<file path="config.mk">
export PLATFORM = sky130hd
export DESIGN_NAME = idsa_range
export DESIGN_NICKNAME = d
export VERILOG_FILES = /design/src/rtl/core/idsa_pkg.sv /design/src/rtl/core/idsa_range.sv
export SDC_FILE = /design/constraint.sdc
export NUM_CORES = 1
export LEC_CHECK = 0
export BUFFER_PORTS_ARGS = -buffer_cell sky130_fd_sc_hd__buf_2
export CAP_MARGIN = 20
export CORE_AREA = 5 5 94 61
export DETAILED_ROUTE_END_ITERATION = 8
export DIE_AREA = 0 0 99 66
export PLACE_DENSITY = 0.75
export SETUP_SLACK_MARGIN = 0.5
export SLEW_MARGIN = 10
export SYNTH_ARGS = -nofsm -noshare
export SYNTH_HDL_FRONTEND = slang
export SYNTH_SLANG_ARGS = --single-unit
</file>
<file path="constraint.sdc">
create_clock -name vclk -period 4.6
set_clock_uncertainty 0.1 [all_clocks]
set_input_delay 0 -clock vclk [all_inputs]
set_output_delay 0 -clock vclk [all_outputs]
set_load 0.03 [all_outputs]
</file>
<file path="src/rtl/core/idsa_pkg.sv">
// ----------------------------------------------------------------------------
// idsa_pkg
// Shared types and codes of the identifier stack allocator.
// ----------------------------------------------------------------------------
package idsa_pkg;

    localparam int ID_W    = 16;
    localparam int CNT_W   = 13;
    localparam int CMD_W   = 2;
    localparam int STAT_W  = 2;
    localparam int LIMIT_W = 17;   // holds counts up to 65536

    localparam logic [CMD_W-1:0] CMD_INIT    = 2'd0;
    localparam logic [CMD_W-1:0] CMD_ALLOC   = 2'd1;
    localparam logic [CMD_W-1:0] CMD_RELEASE = 2'd2;

    localparam logic [STAT_W-1:0] STAT_OK        = 2'd0;
    localparam logic [STAT_W-1:0] STAT_EXHAUSTED = 2'd1;
    localparam logic [STAT_W-1:0] STAT_NOT_INUSE = 2'd2;
    localparam logic [STAT_W-1:0] STAT_OUT_RANGE = 2'd3;

    localparam logic CFG_IDX_BASE  = 1'b0;
    localparam logic CFG_IDX_COUNT = 1'b1;

    // Result of checking one identifier against the current range.
    typedef struct packed {
        logic            ok;
        logic [ID_W-1:0] offset;
    } id_chk_t;

endpackage

</file>
<file path="src/rtl/core/idsa_range.sv">
// ----------------------------------------------------------------------------
// idsa_range
// Effective identifier count and range check of one identifier.
// ----------------------------------------------------------------------------
module idsa_range #(
    parameter int NUM_IDS = 4096
) (
    input  logic [idsa_pkg::ID_W-1:0]    id_base,
    input  logic [idsa_pkg::CNT_W-1:0]   id_count,
    input  logic [idsa_pkg::ID_W-1:0]    ident,
    output logic [idsa_pkg::LIMIT_W-1:0] eff_count,
    output idsa_pkg::id_chk_t            chk
);
    import idsa_pkg::*;

    localparam logic [LIMIT_W-1:0] NUM_IDS_L = LIMIT_W'(NUM_IDS);

    logic [LIMIT_W-1:0] room;
    logic [LIMIT_W-1:0] cnt_ext;
    logic [LIMIT_W-1:0] n_a;
    logic [ID_W-1:0]    offset;

    // Clamp to store depth and to the top of the identifier space.
    always_comb begin
        room    = LIMIT_W'(65536) - {1'b0, id_base};
        cnt_ext = LIMIT_W'(id_count);
        n_a     = (cnt_ext > NUM_IDS_L) ? NUM_IDS_L : cnt_ext;
        eff_count = (n_a > room) ? room : n_a;
    end

    assign offset     = ident - id_base;
    assign chk.offset = offset;
    assign chk.ok     = (ident >= id_base) && ({1'b0, offset} < eff_count);

endmodule
</file>
* Yosys cells after proc, flatten, opt, wreduce, memory -nomap -nowiden *
Index checks and enable logic that the tools add are counted.

operators by class
  add/sub/neg operators = 2
  magnitude comparators = 4
  mux-type cells = 2
  reductions and logical operators = 1

operators by type and width
  operator                  number
  $gt A13 B17 Y1            1
  $lt A16 B17 Y1            1
  $mux W17                  1
  $sub A17 B16 Y17 const A  1
  $ge A16 B16 Y1            1
  $sub A16 B16 Y16          1
  $gt A13 B13 Y1 const B    1
  $mux W13                  1
  $logic_and A1 B1 Y1       1

word-level totals
  flip-flop bits (word level) = 0
  bits of input ports = 45
  output and inout port bits = 34

* Logic depth before layout (Yosys ltp) *
  depth after elaboration = 6
  gate-level depth with buffers = 25

* Least setup slack after synthesis *
No wires, ideal clock.

  path kind = input port to output port
  from = input port id_base[1] in the netlist's numbering
  to = output port chk[16] in the netlist's numbering
  data arrival time = 4580 ps
  slack = -80 ps
  stages on the path = 25
  buffers on the path = 2
  cell sequence = inv_1 ha_1 nor3b_2 nand2_1 or4_1 xnor2_1 inv_1 ha_1 a211oi_1 nor2_1 a2111oi_0 o21ai_0 nand4b_1 buf_6 buf_6 nor2_1 a21oi_1 ha_1 a21o_1 a21o_1 a211oi_1 o21bai_1 a31oi_1 o2111ai_1 a21oi_1

RTL lines
  element             RTL line          source
  start: declaration  idsa_range.sv:8   input logic [idsa_pkg::ID_W-1:0] id_base,
  end: declaration    idsa_range.sv:12  output idsa_pkg::id_chk_t chk

==> summary.txt <==
Status
  – Status: completed

Layout
  – Num sequential: 0
  – # diodes: 0
  – Filler instances: 456
  – Layout Area Growth over Synthesis: 31.6%
  – Share of layout cells above drive strength 1: 32.3%
  – Clock buffers: 0
  – Sequential cell area: 0 um2
  – Nets: 461

Routing
  – DR WL met2: 2600 um
  – Max Used Layer: met3
  – Initial drt markers: 181
  – Via count: 2287
  – Met1 WL: 3210 um
  – Routed met3 length: 426 um
  – DR pass1 iterations: 4
  – Vias per cell: 5.27
  – Antenna viol nets, final: 0
  – Final wirelength: 6240 um
  – Drt drc: 0
  – Routed len/inst: 14.4 um

Power and ir drop
  – Comb power frac: 100.0%
  – P_int: 164 uW
  – Power Dens Cells: 161 mW/mm2
  – Max rail drop VDD: 0.000108 V
  – Leak Pwr: 1.50 nW
  – Switching share of power: 62.1%
  – Clk pwr share: 0%
  – NetSw: 269 uW
  – Seq pwr share: 0%

GRT
  – GRT Util Overall: 18.6%
  – Vias in the first global route: 2181
  – Largest net degree at the start of global routing: 15
  – Grt ovf: 0
  – Global-route wire length before repair: 10200 um
  – Initial antenna violation count: 0

STA
  – Final min period: 4.32 ns
  – Final setup vio count: 0
  – Worst slew pin tran: 0.500 ns
  – RSZ-0062 raised after global routing: yes
  – Final Cycle Share: 93.9%
  – Highest Clock Rate: 232 MHz
  – Setup TNS: 0 ns
  – Worst setup margin: 0.282 ns
  – Hold Fails Final Rpt: 0
  – Slew headroom: 65.8%
  – Slew Viols, Final: 0

Setup path
  – CP Data Required Time: 4.50 ns
  – Setup crit end: chk[16]
  – Worst path arrival time: 4.22 ns
  – Worst setup SP type: input pin
  – Setup CP Type: input pin to output port
  – Setup crit end kind: output port
  – CP startpoint: id_base[1]
  – Worst Path Max Fanout: 6

Die
  – Total Die Area: 0.00653 mm2
  – Initial core utilization: 42.4%
  – Cell Rows: 20
  – Die X: 99 um
  – Die height: 66 um
  – Core area: 0.00483 mm2
  – # IOs: 79

Run
  – Max-cap violations: 0

Yosys
  – Part of the Yosys area used for sequential elements: 0%
  – Post-Syn Area: 0.00205 mm2
  – Cell taking the most area after synthesis: ha_1
  – Most frequent cell after synthesis: ha_1
  – Syn avg cell area: 7.29 um2
  – Top cell type's share of synthesized area: 27.5%
  – Post-Syn Instances: 281
  – Synth top cells by count: 45 x ha_1, 43 x inv_1, 22 x a21oi_1, 17 x xnor2_1
  – Distinct cells, synth: 47
  – Area contributors post-synth: ha_1 27%, inv_1 7.9%, xnor2_1 7.3%
  – Synthesis Warnings: 0

Min path
  – WHS Path Cells: 4
  – Worst Hold Class: input pin to output port

Placement
  – GP Congestion: 0.925
  – HPWL Detailed: 5480 um
  – Post-place setup slack: 0.0323 ns
  – IO buf count: 75

Clock tree
  – Hold-fix buffers, CTS: 0
[stage by stage]
step | hold slack (ns) | utilization (%) | std cells | power (mW) | area [um2]
finish | 0.325 | 55.8 | 434 | 0.434 | 2700
global route | 0.371 | 55.8 | 434 | 0.476 | 2700
CTS | 0.333 | 55.7 | 434 | 0.430 | 2690
detailed placement | 0.335 | 53.4 | 426 | 0.418 | 2580
global placement | 0.329 | 53.4 | 426 | 0.413 | 2580
floorplan | 0.167 | - | 286 | 0.301 | 2130
[kinds of logic after synthesis]
family / count (synthesis) / synth area share, %
other cells: 2 / 0.367
simple gates: 79 / 23.5
mux: 13 / 6.60
fa+ha+maj: 46 / 28.5
xor+xnor: 21 / 8.98
compound gates: 68 / 21.1
buf+inv: 52 / 11.0
[routing by layer]
layer / GRT usage, % / vias to the layer above
met4: 0 / 0
li1: - / 1177
met5: 0 / -
met2: 29.3 / 79
met1: 29.0 / 1031
met3: 1.16 / 0
[how the worst min path moves through the flow]
stage / from / end
6_report: id_base[0] / eff_count[0]
5_1_grt: id_base[0] / eff_count[0]
4_1_cts: id_base[0] / eff_count[0]
3_5_place_dp: id_base[0] / eff_count[0]
3_3_place_gp: id_base[0] / eff_count[0]
2_1_floorplan: id_base[0] / chk[0]
[cell usage in the layout (no fill, tap or decap), types with 3 or more instances in the layout]
cell / synthesis / routed
buf_2: 0 / 75
ha_1: 45 / 43
inv_1: 43 / 40
a21oi_1: 22 / 20
xnor2_1: 17 / 16
buf_4: 4 / 14
nor2b_1: 13 / 13
nand2_1: 12 / 12
nor2_1: 13 / 12
a21o_1: 12 / 12
mux2i_1: 12 / 10
o21ai_0: 12 / 9
nand4_1: 8 / 8
conb_1: 2 / 7
nor3_1: 6 / 5
a31oi_1: 5 / 5
nand3_1: 4 / 4
o21ai_1: 1 / 4
xor2_1: 4 / 4
and3_1: 3 / 3
or2_2: 3 / 3
[critical path: stages]
cell        delay, ns
buf_2            0.13
clkinvlp_4       0.09
ha_4             0.13
nor3b_4          0.19
nand2_1          0.10
or4_4            0.46
xnor2_4          0.17
inv_2            0.06
ha_4             0.26
nand4_1          0.14
nor4b_2          0.32
a2111oi_2        0.08
o21ai_1          0.09
nand4b_1         0.19
buf_6            0.20
nor2_4           0.09
a21oi_2          0.05
ha_1             0.30
a21o_1           0.18
a21o_1           0.15
a211oi_2         0.16
o21bai_1         0.08
a31oi_1          0.14
o2111ai_1        0.14
a21oi_2          0.16
buf_6            0.15
[power groups by stage]
stage                     Combinational (mW)  Sequential (mW)  Clock (mW)
after floorplan                        0.301                0           0
final                                  0.434                0           0
after CTS                              0.430                0           0
after global routing                   0.476                0           0
after global placement                 0.413                0           0
after detailed placement               0.418                0           0
[final cells by class]
cell class | instances | area, um2 | area share, %
Tap cell | 66 | 82.6 | 3.06
Inverter | 43 | 165 | 6.13
Timing Repair Buffer | 91 | 503 | 18.7
Multi-Input combinational cell | 234 | 1950 | 72.2
[timing repair]
action | 4_1_cts | 5_1_grt
buffers inserted | 7 | 0
pin swaps | 7 | 2
setup endpoints to repair | 1 | 1
cloned | 1 | 0
gates resized for setup | 13 | 2
(Power assumes the default switching activity.)
